### src/rtl/tlif_pkg.sv
// Shared types and constants for the text line input filter.
package tlif_pkg;

    localparam int LINE_LIMIT = 512;
    localparam int POS_W      = $clog2(LINE_LIMIT + 1);
    localparam int LEN_W      = 10;
    localparam int LINE_W     = 16;
    localparam int CNT_W      = 32;
    localparam int CHAR_W     = 7;
    localparam int KIND_W     = 3;
    localparam int FUNC_W     = 2;
    localparam int BYTE_W     = 8;
    localparam int OUT_DATA_W = 136;

    localparam int QDEPTH = 4;
    localparam int QA_W   = $clog2(QDEPTH);
    localparam int QC_W   = $clog2(QDEPTH + 1);

    localparam logic [FUNC_W-1:0] FUNC_DATA  = 2'd0;
    localparam logic [FUNC_W-1:0] FUNC_END   = 2'd1;
    localparam logic [FUNC_W-1:0] FUNC_CLEAR = 2'd2;

    localparam logic [KIND_W-1:0] KIND_CHAR    = 3'd0;
    localparam logic [KIND_W-1:0] KIND_LINE    = 3'd1;
    localparam logic [KIND_W-1:0] KIND_PARTIAL = 3'd2;
    localparam logic [KIND_W-1:0] KIND_TOOLONG = 3'd3;
    localparam logic [KIND_W-1:0] KIND_EOF     = 3'd4;

    localparam int OP_W = 3;
    localparam logic [OP_W-1:0] OP_NUL     = 3'd0;
    localparam logic [OP_W-1:0] OP_EMPTY   = 3'd1;
    localparam logic [OP_W-1:0] OP_CHAR    = 3'd2;
    localparam logic [OP_W-1:0] OP_NEWLINE = 3'd3;
    localparam logic [OP_W-1:0] OP_END     = 3'd4;
    localparam logic [OP_W-1:0] OP_CLEAR   = 3'd5;

    localparam logic [CHAR_W-1:0] NEWLINE_CODE = 7'd10;

    typedef struct packed {
        logic [OP_W-1:0]   op;
        logic              dirty;
        logic [CHAR_W-1:0] ch;
    } tlif_entry_t;

endpackage

### src/rtl/text_line_input_filter_top.sv
// Top level of the text line input filter.
//
// Input channel s_*: one transfer per raw file byte (func 0), end of input
// (func 1) or clear statistics (func 2); func 3 is taken and ignored.
// Output channel m_*: zero or one result per input transfer, in order:
// a character, a line end, an incomplete last line, a too-long line, or
// end of file, each carrying the running line, character, NUL and dirty
// totals after that transfer.
// Throughput: one input transfer per cycle, sustained, while m_tready is
// high; the back end retires one queued operation per cycle unless m_* is stalled.
// Path: an input transfer is written into the four-entry queue, and the
// back end moves it from the queue head into its output register, which
// drives m_*.
// Stall: while m_tready is low the result is held and the queue absorbs up
// to four more transfers before s_tready drops.
// Reset: line position and all counters go to zero and the queue empties.
module text_line_input_filter_top (
    input  logic                            clk,
    input  logic                            rst_n,
    input  logic                            s_tvalid,
    output logic                            s_tready,
    input  logic [tlif_pkg::BYTE_W-1:0]     s_tdata,  // [7:0] data_byte
    input  logic [tlif_pkg::FUNC_W-1:0]     s_tuser,  // [1:0] func
    output logic                            m_tvalid,
    input  logic                            m_tready,
    // [6:0] char_out, [16:7] line_length, [32:17] line_total,
    // [64:33] char_total, [96:65] null_total, [128:97] dirty_total, rest zero
    output logic [tlif_pkg::OUT_DATA_W-1:0] m_tdata,
    output logic [tlif_pkg::KIND_W-1:0]     m_tuser   // [2:0] kind
);

    logic                  q_push;
    logic                  q_full;
    logic                  q_pop;
    logic                  q_head_valid;
    tlif_pkg::tlif_entry_t q_push_entry;
    tlif_pkg::tlif_entry_t q_head_entry;

    tlif_front u_front (
        .s_tvalid (s_tvalid),
        .s_tready (s_tready),
        .s_tdata  (s_tdata),
        .s_tuser  (s_tuser),
        .q_full   (q_full),
        .q_push   (q_push),
        .q_entry  (q_push_entry)
    );

    tlif_queue u_queue (
        .clk        (clk),
        .rst_n      (rst_n),
        .push       (q_push),
        .push_entry (q_push_entry),
        .full       (q_full),
        .pop        (q_pop),
        .head_valid (q_head_valid),
        .head_entry (q_head_entry)
    );

    tlif_back u_back (
        .clk        (clk),
        .rst_n      (rst_n),
        .head_valid (q_head_valid),
        .head_entry (q_head_entry),
        .pop        (q_pop),
        .m_tvalid   (m_tvalid),
        .m_tready   (m_tready),
        .m_tdata    (m_tdata),
        .m_tuser    (m_tuser)
    );

endmodule

### src/rtl/tlif_front.sv
// Front end: accepts input transfers and classifies each byte into an operation.
module tlif_front (
    input  logic                        s_tvalid,
    output logic                        s_tready,
    input  logic [tlif_pkg::BYTE_W-1:0] s_tdata,   // [7:0] data_byte
    input  logic [tlif_pkg::FUNC_W-1:0] s_tuser,   // [1:0] func
    input  logic                        q_full,
    output logic                        q_push,
    output tlif_pkg::tlif_entry_t       q_entry
);

    logic [tlif_pkg::CHAR_W-1:0] low7;
    logic                        known;

    assign low7     = s_tdata[tlif_pkg::CHAR_W-1:0];
    assign s_tready = !q_full;
    assign known    = (s_tuser == tlif_pkg::FUNC_DATA) || (s_tuser == tlif_pkg::FUNC_END)
                   || (s_tuser == tlif_pkg::FUNC_CLEAR);
    assign q_push   = s_tvalid && !q_full && known;

    always_comb
    begin
        q_entry.dirty = s_tdata[tlif_pkg::BYTE_W-1];
        q_entry.ch    = low7;
        case (s_tuser)
            tlif_pkg::FUNC_DATA:
            begin
                if (s_tdata == '0)
                begin
                    q_entry.op = tlif_pkg::OP_NUL;
                end
                else if (low7 == '0)
                begin
                    q_entry.op = tlif_pkg::OP_EMPTY;
                end
                else if (low7 == tlif_pkg::NEWLINE_CODE)
                begin
                    q_entry.op = tlif_pkg::OP_NEWLINE;
                end
                else
                begin
                    q_entry.op = tlif_pkg::OP_CHAR;
                end
            end
            tlif_pkg::FUNC_END:   q_entry.op = tlif_pkg::OP_END;
            tlif_pkg::FUNC_CLEAR: q_entry.op = tlif_pkg::OP_CLEAR;
            default:              q_entry.op = tlif_pkg::OP_CLEAR;
        endcase
    end

endmodule

### src/rtl/tlif_queue.sv
// Short operation queue between the front end and the back end.
module tlif_queue (
    input  logic                  clk,
    input  logic                  rst_n,
    input  logic                  push,
    input  tlif_pkg::tlif_entry_t push_entry,
    output logic                  full,
    input  logic                  pop,
    output logic                  head_valid,
    output tlif_pkg::tlif_entry_t head_entry
);

    tlif_pkg::tlif_entry_t           mem_reg [tlif_pkg::QDEPTH];
    logic [tlif_pkg::QA_W-1:0]       wr_ptr_reg, wr_ptr_next;
    logic [tlif_pkg::QA_W-1:0]       rd_ptr_reg, rd_ptr_next;
    logic [tlif_pkg::QC_W-1:0]       cnt_reg, cnt_next;
    logic                            do_pop;

    assign full       = (cnt_reg == tlif_pkg::QC_W'(tlif_pkg::QDEPTH));
    assign head_valid = (cnt_reg != '0);
    assign head_entry = mem_reg[rd_ptr_reg];
    assign do_pop     = pop && head_valid;

    always_comb
    begin
        wr_ptr_next = push ? wr_ptr_reg + 1'b1 : wr_ptr_reg;
        rd_ptr_next = do_pop ? rd_ptr_reg + 1'b1 : rd_ptr_reg;
        cnt_next    = cnt_reg + tlif_pkg::QC_W'(push) - tlif_pkg::QC_W'(do_pop);
    end

    always_ff @(posedge clk)
    begin
        if (push)
        begin
            mem_reg[wr_ptr_reg] <= push_entry;
        end
    end

    always_ff @(posedge clk or negedge rst_n)
    begin
        if (!rst_n)
        begin
            wr_ptr_reg <= '0;
            rd_ptr_reg <= '0;
            cnt_reg    <= '0;
        end
        else
        begin
            wr_ptr_reg <= wr_ptr_next;
            rd_ptr_reg <= rd_ptr_next;
            cnt_reg    <= cnt_next;
        end
    end

endmodule

### src/rtl/tlif_back.sv
// Back end: line position, saturating counters and the output register.
module tlif_back (
    input  logic                          clk,
    input  logic                          rst_n,
    input  logic                          head_valid,
    input  tlif_pkg::tlif_entry_t         head_entry,
    output logic                          pop,
    output logic                          m_tvalid,
    input  logic                          m_tready,
    output logic [tlif_pkg::OUT_DATA_W-1:0] m_tdata,
    output logic [tlif_pkg::KIND_W-1:0]   m_tuser
);

    localparam int PAD_W = tlif_pkg::OUT_DATA_W - tlif_pkg::CHAR_W - tlif_pkg::LEN_W
                         - tlif_pkg::LINE_W - 3 * tlif_pkg::CNT_W;

    logic [tlif_pkg::POS_W-1:0]  pos_reg, pos_next;
    logic [tlif_pkg::LINE_W-1:0] line_reg, line_next;
    logic [tlif_pkg::CNT_W-1:0]  char_reg, char_next;
    logic [tlif_pkg::CNT_W-1:0]  null_reg, null_next;
    logic [tlif_pkg::CNT_W-1:0]  dirty_reg, dirty_next;

    logic                        out_valid_reg, out_valid_next;
    logic [tlif_pkg::KIND_W-1:0] kind_reg, kind_next;
    logic [tlif_pkg::CHAR_W-1:0] ch_reg, ch_next;
    logic [tlif_pkg::LEN_W-1:0]  len_reg, len_next;
    logic [tlif_pkg::LINE_W-1:0] oline_reg;
    logic [tlif_pkg::CNT_W-1:0]  ochar_reg, onull_reg, odirty_reg;

    logic                        emit;
    logic                        at_limit;
    logic                        close;
    logic [tlif_pkg::POS_W:0]    close_len;
    logic [tlif_pkg::CNT_W:0]    char_sum;
    logic [tlif_pkg::CNT_W-1:0]  null_inc, dirty_inc;
    logic [tlif_pkg::LINE_W-1:0] line_inc;

    assign pop      = head_valid && (!out_valid_reg || m_tready);
    assign at_limit = (pos_reg >= tlif_pkg::POS_W'(tlif_pkg::LINE_LIMIT));
    assign null_inc  = (null_reg == '1) ? null_reg : null_reg + 1'b1;
    assign dirty_inc = (dirty_reg == '1) ? dirty_reg : dirty_reg + 1'b1;
    assign line_inc  = (line_reg == '1) ? line_reg : line_reg + 1'b1;
    assign char_sum  = {1'b0, char_reg} + (tlif_pkg::CNT_W + 1)'(close_len);

    always_comb
    begin
        pos_next   = pos_reg;
        line_next  = line_reg;
        char_next  = char_reg;
        null_next  = null_reg;
        dirty_next = dirty_reg;
        emit       = 1'b0;
        close      = 1'b0;
        kind_next  = tlif_pkg::KIND_CHAR;
        ch_next    = '0;
        len_next   = '0;
        close_len  = {1'b0, pos_reg} + 1'b1;
        case (head_entry.op)
            tlif_pkg::OP_NUL, tlif_pkg::OP_EMPTY, tlif_pkg::OP_CHAR, tlif_pkg::OP_NEWLINE:
            begin
                if (at_limit)
                begin
                    pos_next  = '0;
                    emit      = 1'b1;
                    kind_next = tlif_pkg::KIND_TOOLONG;
                end
                else if (head_entry.op == tlif_pkg::OP_NUL)
                begin
                    null_next = null_inc;
                end
                else
                begin
                    if (head_entry.dirty)
                    begin
                        dirty_next = dirty_inc;
                    end
                    if (head_entry.op == tlif_pkg::OP_CHAR)
                    begin
                        pos_next  = pos_reg + 1'b1;
                        emit      = 1'b1;
                        kind_next = tlif_pkg::KIND_CHAR;
                        ch_next   = head_entry.ch;
                    end
                    else if (head_entry.op == tlif_pkg::OP_NEWLINE)
                    begin
                        close     = 1'b1;
                        emit      = 1'b1;
                        kind_next = tlif_pkg::KIND_LINE;
                        ch_next   = head_entry.ch;
                    end
                end
            end
            tlif_pkg::OP_END:
            begin
                close_len = {1'b0, pos_reg};
                emit      = 1'b1;
                if (pos_reg != '0)
                begin
                    close     = 1'b1;
                    kind_next = tlif_pkg::KIND_PARTIAL;
                end
                else
                begin
                    kind_next = tlif_pkg::KIND_EOF;
                end
            end
            tlif_pkg::OP_CLEAR:
            begin
                line_next  = '0;
                char_next  = '0;
                null_next  = '0;
                dirty_next = '0;
            end
            default:
            begin
                emit = 1'b0;
            end
        endcase
        if (close)
        begin
            pos_next  = '0;
            line_next = line_inc;
            char_next = char_sum[tlif_pkg::CNT_W] ? '1 : char_sum[tlif_pkg::CNT_W-1:0];
            len_next  = tlif_pkg::LEN_W'(close_len);
        end
        if (pop)
        begin
            out_valid_next = emit;
        end
        else if (m_tready)
        begin
            out_valid_next = 1'b0;
        end
        else
        begin
            out_valid_next = out_valid_reg;
        end
    end

    always_ff @(posedge clk or negedge rst_n)
    begin
        if (!rst_n)
        begin
            pos_reg       <= '0;
            line_reg      <= '0;
            char_reg      <= '0;
            null_reg      <= '0;
            dirty_reg     <= '0;
            out_valid_reg <= 1'b0;
        end
        else
        begin
            out_valid_reg <= out_valid_next;
            if (pop)
            begin
                pos_reg   <= pos_next;
                line_reg  <= line_next;
                char_reg  <= char_next;
                null_reg  <= null_next;
                dirty_reg <= dirty_next;
            end
        end
    end

    always_ff @(posedge clk)
    begin
        if (pop && emit)
        begin
            kind_reg   <= kind_next;
            ch_reg     <= ch_next;
            len_reg    <= len_next;
            oline_reg  <= line_next;
            ochar_reg  <= char_next;
            onull_reg  <= null_next;
            odirty_reg <= dirty_next;
        end
    end

    assign m_tvalid = out_valid_reg;
    assign m_tuser  = kind_reg;
    assign m_tdata  = {PAD_W'(0), odirty_reg, onull_reg, ochar_reg, oline_reg, len_reg, ch_reg};

endmodule

### config.mk
export PLATFORM = sky130hd
export DESIGN_NAME = text_line_input_filter_top
export DESIGN_NICKNAME = d
export VERILOG_FILES = /design/src/rtl/tlif_pkg.sv /design/src/rtl/text_line_input_filter_top.sv /design/src/rtl/tlif_front.sv /design/src/rtl/tlif_queue.sv /design/src/rtl/tlif_back.sv
export SDC_FILE = /design/constraint.sdc
export NUM_CORES = 1
export LEC_CHECK = 0
export ABC_AREA = 0
export BUFFER_PORTS_ARGS = -buffer_cell sky130_fd_sc_hd__buf_4
export CAP_MARGIN = 20
export CORE_MARGIN = 8
export CORE_UTILIZATION = 49
export CTS_CLUSTER_DIAMETER = 50
export DETAILED_ROUTE_END_ITERATION = 10
export PLACE_DENSITY_LB_ADDON = 0.25
export SLEW_MARGIN = 20
export SYNTH_ARGS = -nofsm -noshare
export SYNTH_HDL_FRONTEND = slang
export SYNTH_SLANG_ARGS = --single-unit
export TNS_END_PERCENT = 10
### constraint.sdc
create_clock -name clk -period 9.1 [get_ports clk]
set_input_delay 0.91 -clock clk [delete_from_list [all_inputs] [get_ports clk]]
set_output_delay 0.91 -clock clk [all_outputs]
set_load 0.01 [all_outputs]
After elaboration in Yosys (flattened, before gate mapping)
Memories as Yosys holds them, arrays and structs flattened.
Index checks and enable logic that the tools add are counted.
{ "classes": {"add_sub_neg": 10, "order_cmp": 1, "n_eq_ne": 13, "mux": 47, "bitwise_logic": 1, "reduce_logical": 22} }
{ "op_table": {"columns": ["cell", "n"], "rows": [
  ["32-bit two-way mux", 10],
  ["32-bit one-hot mux with 2 select lines", 2],
  ["32-bit by 1-bit adder with 32-bit output (second input constant)", 2],
  ["32-bit equality test (second input constant)", 2],
  ["10-bit two-way mux", 5],
  ["16-bit two-way mux", 3],
  ["32-bit by 11-bit adder with 33-bit output", 1],
  ["3-bit two-way mux", 6],
  ["16-bit by 1-bit adder with 16-bit output (second input constant)", 1],
  ["16-bit equality test (second input constant)", 1],
  ["1-bit two-way mux", 14],
  ["7-bit two-way mux", 2],
  ["3-bit one-hot mux with 2 select lines", 2],
  ["10-bit by 1-bit adder with 11-bit output (second input constant)", 1],
  ["11-bit two-way mux", 1],
  ["10-bit by 1-bit adder with 10-bit output (second input constant)", 1],
  ["10-bit greater-or-equal comparator (second input constant)", 1],
  ["10-bit nonzero test", 1],
  ["3-bit equality test (second input constant)", 3],
  ["8-bit logical NOT", 1],
  ["7-bit by 4-bit equality test with 1-bit output (second input constant)", 1],
  ["7-bit logical NOT", 1],
  ["3-bit by 2-bit equality test with 1-bit output (second input constant)", 2],
  ["3-bit nonzero test", 2],
  ["other kinds (18)", 28]
]} }
{ "word_totals": {"register_bits": 262, "mem_bits_rw": 44, "in_bits": 14, "out_inout_bits": 141, "wordCells": 111, "mem_count": 1} }
{ "mem_list": {"columns": ["memory", "depth", "word_bits", "read_ports", "rd_ports_with_merged_regs", "wr", "line_no", "text"], "rows": [
  ["u_queue.mem_reg", 4, 11, 1, 0, 1, "tlif_queue.sv:13", "tlif_pkg::tlif_entry_t mem_reg [tlif_pkg::QDEPTH];"]
]} }

Depth between registers and ports, before layout
An unclocked memory read counts as a cell.
{ "logic_depth": {"word_depth": 9, "ltp_mapped": 16, "ltp_nobuf": 14} }

Modules after synthesis
From an unflattened synthesis, not the netlist that was laid out.
{ "unflattened": {"hier_cells": 1513, "area_unflattened_um2": 15735.1} }
{ "modules_own_cells": {"columns": ["mod", "instances", "cells_per_inst", "area_per_inst_um2", "seq_area_each_um2"], "rows": [
  ["tlif_back", 1, 1401, 13599.3, 7041.8],
  ["tlif_queue", 1, 92, 1998.2, 1496.4],
  ["tlif_front", 1, 20, 137.6, 0.0]
]} }

Worst setup path before layout
Ideal clock, no wire load.
{ "synth_path": {"path_kind": "input to register", "start": "input port m_tready", "end": "register u_back.ch_reg[0] in the netlist's numbering, enable pin", "setup_time_ps": 625, "arrival_ps": 7269, "required_time_ps": 8475, "slack_ps": 1205, "stages": 6, "path_buffers": 3, "path_cell_list": "nand2b_1 > o31ai_1 > clkbuf_1 > clkbuf_1 > buf_1 > nor2_1"} }
{ "synth_between": {"elab_chain_cells": 3} }
{ "synth_lines": {"columns": ["item", "line_no", "text"], "rows": [
  ["start, declared", "text_line_input_filter_top.sv:25", "input logic m_tready,"],
  ["1-bit logical OR", "tlif_back.sv:38", "assign pop = head_valid && (!out_valid_reg || m_tready);"],
  ["1-bit logical AND", "tlif_back.sv:38", null],
  ["1-bit logical AND", "tlif_back.sv:167", "if (pop && emit)"],
  ["end signal, assigned", "tlif_back.sv:170", "ch_reg <= ch_next;"],
  ["end, declared", "tlif_back.sv:25", "logic [tlif_pkg::CHAR_W-1:0] ch_reg, ch_next;"]
]} }
No other way between the ends.
A chain may end at the register's enable or synchronous reset.

Worst setup path in the final report
{ "layout_path": {"start": "register u_queue.rd_ptr_reg[0] in the netlist's numbering", "end": "register u_back.ochar_reg[23] in the netlist's numbering (data pin)"} }
{ "layout_between": {"word_cells_on_any_way": 18, "classes_between": "add/sub (1); eq/ne (5); mux (9); reduce/logical (2); memory (1)"} }
{ "layout_lines": {"columns": ["item", "line_no", "text"], "rows": [
  ["start, declared", "tlif_queue.sv:15", "logic [tlif_pkg::QA_W-1:0] rd_ptr_reg, rd_ptr_next;"],
  ["start signal, assigned", "tlif_queue.sv:50", "rd_ptr_reg <= rd_ptr_next;"],
  ["memory read 4 x 11 bit", null, null],
  ["3-bit equality test", "tlif_back.sv:58", "case (head_entry.op)"],
  ["11-bit two-way mux", "tlif_back.sv:58", null],
  ["named net u_back.close_len, one bit", "tlif_back.sv:33", "logic [tlif_pkg::POS_W:0] close_len;"],
  ["32-bit by 11-bit adder with 33-bit output", "tlif_back.sv:43", "assign char_sum = {1'b0, char_reg} + (tlif_pkg::CNT_W + 1)'(close_len);"],
  ["32-bit two-way mux", "tlif_back.sv:123", "char_next = char_sum[tlif_pkg::CNT_W] ? '1 : char_sum[tlif_pkg::CNT_W-1:0];"],
  ["32-bit two-way mux", "tlif_back.sv:119", "if (close)"],
  ["named net u_back.char_next, one bit", "tlif_back.sv:19", "logic [tlif_pkg::CNT_W-1:0] char_reg, char_next;"],
  ["end signal, assigned", "tlif_back.sv:173", "ochar_reg <= char_next;"],
  ["end, declared", "tlif_back.sv:28", "logic [tlif_pkg::CNT_W-1:0] ochar_reg, onull_reg, odirty_reg;"]
]} }
The timed path passes the listed nets, and every way through them passes these cells.

==> results.py <==
metrics = {
    "die": {
        "initial_core_util_pct": 49.5,
        "pin_count": 155,
        "fp.dieH_um": 191,
        "die_x_um": 191,
        "rows": 64,
        "dieArea_um2": 36600,
        "core_area_um2": 30400,
    },
    "synth": {
        "syn_area_per_cell_um2": 10.5,
        "ys.flop_type": "edfxtp_1",
        "synthTopCellsByCount": "176 x edfxtp_1, 154 x nand2_1, 150 x o21ai_0",
        "async_reset_ff_share_pct": 42.5,
        "synth-seq-cells": 306,
        "synthTopCellsByArea": "edfxtp_1 35%, dfrtp_1 22%, o21ai_0 5.0%",
        "synthesis.area_um2": 15100,
        "seq_area_frac_synth_pct": 56.7,
        "synth_edf_count": 176,
        "synthesis.instances": 1429,
        "yosys_warnings": 0,
        "synth_top_area_share_pct": 35.1,
        "yosysTopAreaCell": "edfxtp_1",
        "yosysUniqueCellTypes": 70,
        "yosysMostFrequentCell": "edfxtp_1",
    },
    "clock_network": {
        "insertion_delay_ns": 0.51,
        "cts_setup_buffers": 0,
        "clockBufferDepth": 3,
        "ctsHoldBuffers": 0,
        "cts.sinks": 306,
        "cts_tree": "built",
        "cts_buffers": 35,
        "post_cts_resized": 0,
        "htreeDepth": 2,
        "path_clk_slew_ns": 0.06,
        "root_buffer": "clkbuf_16",
    },
    "critical_path": {
        "cp_common_cell": "or2_2",
        "crit_fanout": 15,
        "worst_ep_required_time_ns": 9.35,
        "path_class": "flop to flop",
        "path_cells": "mux4_2 > or2_2 > or2_2 > nand2_1 > xnor2_1 > ha_1 > o21a_1 > o2111a_1 > o21ai_1 > a211o_1 > nand3_1 > o21ai_0 > nor2_1",
        "arrival_ns": 5.34,
        "cp-end-kind": "flop",
        "slowest_stage": "dfrtp_1",
        "cpPeakStageDelay_ns": 0.84,
        "cp-start-kind": "flop",
        "crit_buf_inv": 0,
        "cp_top_family": "compound AO/OA/AOI/OAI gates",
    },
    "power": {
        "p_leak_nw": 6.96,
        "p_total_mw": 5.62,
        "irDropWorstVdd_v": 0.000263,
        "power.density_nw_per_um2": 320,
    },
    "timing": {
        "final.min_clock_period_ns": 5.09,
        "setup_tns_ns": 0,
        "finalHoldViolCount": 0,
        "finClkSkew_ns": 0.0203,
        "fin_crit_sh_pct": 55.9,
        "whs_ns": 0.366,
        "setup-violations-final": 0,
        "tightest_slew_ns": 1.02,
        "setup_ws_ns": 4.01,
        "max_clock_freq_ghz": 0.197,
        "final_max_slew_viol_count": 0,
        "rsz0062_at_grt": "false",
        "slew_headroom_pct": 31.2,
    },
    "route": {
        "wl_mm": 36.8,
        "vias": 11700,
        "post-route-drc-count": 0,
        "drt-wirelength-per-cell_um": 18.7,
        "vias_per_cell": 5.94,
        "drt-pass1-iter-count": 6,
        "drtIter0Drc": 1045,
        "antenna_left": 0,
    },
    "global_routing": {
        "antenna_found_initial": 0,
        "grt_pass1_vias": 11300,
        "grt_pass1_wl_mm": 58.9,
        "grt_use_total_pct": 19.8,
        "grt.overflow.total": 0,
        "grt_max_degree": 111,
    },
    "placed_design": {
        "dp.cells": 1902,
        "place_congestion": 0.861,
        "hpwl_mm": 24.0,
        "pre_cts_slack_ns": 4.10,
        "portBuffers": 147,
        "placed_area_um2": 16400,
    },
    "layout": {
        "multi_input_area_um2": 6090,
        "final_nets": 1582,
        "synthToLayoutAreaGrowth_pct": 16.7,
        "seq_area_um2": 8540,
        "fillers": 2598,
        "finish.utilization_pct": 57.7,
        "antenna_cells": 0,
        "fin_area_um2": 17600,
        "largest_reg_flops": 44,
        "final_layout_size_suffix_gt1_share_pct": 16.4,
        "finalNonFillerCells": 1966,
    },
    "run": {
        "maxCapViolCount": 0,
    },
    "outcome": {
        "status": "complete, no violations",
    },
    "hold_path": {
        "hold_path_class": "input pin to async pin",
    },
}
-- metal layers --
metal / share of wire (%) / vias up / GRT usage [%] / wire length, um
li1: - / 5564 / - / -
met5: 0 / - / 0 / 0
met1: 44 / 5660 / 26.2 / 16000
met3: 6.3 / 69 / 3.61 / 2320
met4: 2.9 / 0 / 7.22 / 1050
met2: 47 / 382 / 32.2 / 17400
-- worst paths after layout --
path / depth (start not counted) / slack [ns] / to / startpoint
min in group clk: 1 / 0.52 / u_back.line_reg[7] / u_back.line_reg[7]
setup / recovery: 13 / 4.01 / u_back.ochar_reg[23] / u_queue.rd_ptr_reg[0]
hold / removal: 1 / 0.37 / u_back.null_reg[5] / rst_n
setup reg to reg: 13 / 4.01 / u_back.ochar_reg[23] / u_queue.rd_ptr_reg[0]
max in group asynchronous: 3 / 6.97 / u_back.null_reg[17] / rst_n
hold reg to reg: 1 / 0.52 / u_back.line_reg[7] / u_back.line_reg[7]
-- report_power, final --
part / total, mW / internal [mW] / switching, mW
Sequential: 2.23 / 2.00 / 0.236
Combinational: 2.05 / 0.725 / 1.32
Clock: 1.34 / 0.787 / 0.556
-- kinds of logic after synthesis --
kind of cell / after synthesis / share of synthesized area (%)
AO/OA/AOI/OAI: 426 / 17.1
XOR/XNOR: 20 / 1.16
adder cells (fa/ha/maj): 24 / 2.09
buffers and inverters: 120 / 3.28
flip-flops: 306 / 56.7
multiplexers: 25 / 2.61
other: 1 / 0.0249
AND/OR/NAND/NOR: 507 / 17.0
-- cell type report --
type | count | area share (%)
flip-flops and latches | 306 | 48.6
multi-input cells | 1009 | 34.6
inverters | 31 | 0.662
clock buffers | 47 | 5.53
well taps | 396 | 2.82
repair buffers | 161 | 6.98
clock inverters | 16 | 0.776
-- layout by cell type, fill, tap and decap left out, drive strengths merged, types with 12 or more instances in the layout --
cell / Yosys / layout
ha: 22 / 22
nand2: 154 / 154
a31oi: 51 / 51
edfxtp: 176 / 176
nor2: 85 / 85
xnor2: 14 / 14
o21a: 12 / 12
o21ai: 152 / 152
buf: 32 / 161
nand4: 26 / 26
clkbuf: 57 / 47
nand3: 83 / 83
o31ai: 43 / 43
inv: 30 / 33
or3: 14 / 14
and3: 32 / 32
a21oi: 102 / 102
and2: 31 / 31
nor3: 25 / 25
dfrtp: 130 / 130
-- worst register-to-register path: stages, from the launching register on --
cell,delay [ns]
dfrtp_1,0.84
mux4_2,0.69
or2_2,0.33
or2_2,0.34
nand2_1,0.09
xnor2_1,0.15
ha_1,0.34
o21a_1,0.22
o2111a_1,0.23
o21ai_1,0.37
a211o_1,0.61
nand3_1,0.26
o21ai_0,0.29
nor2_1,0.08
(Power assumes the default switching activity.)
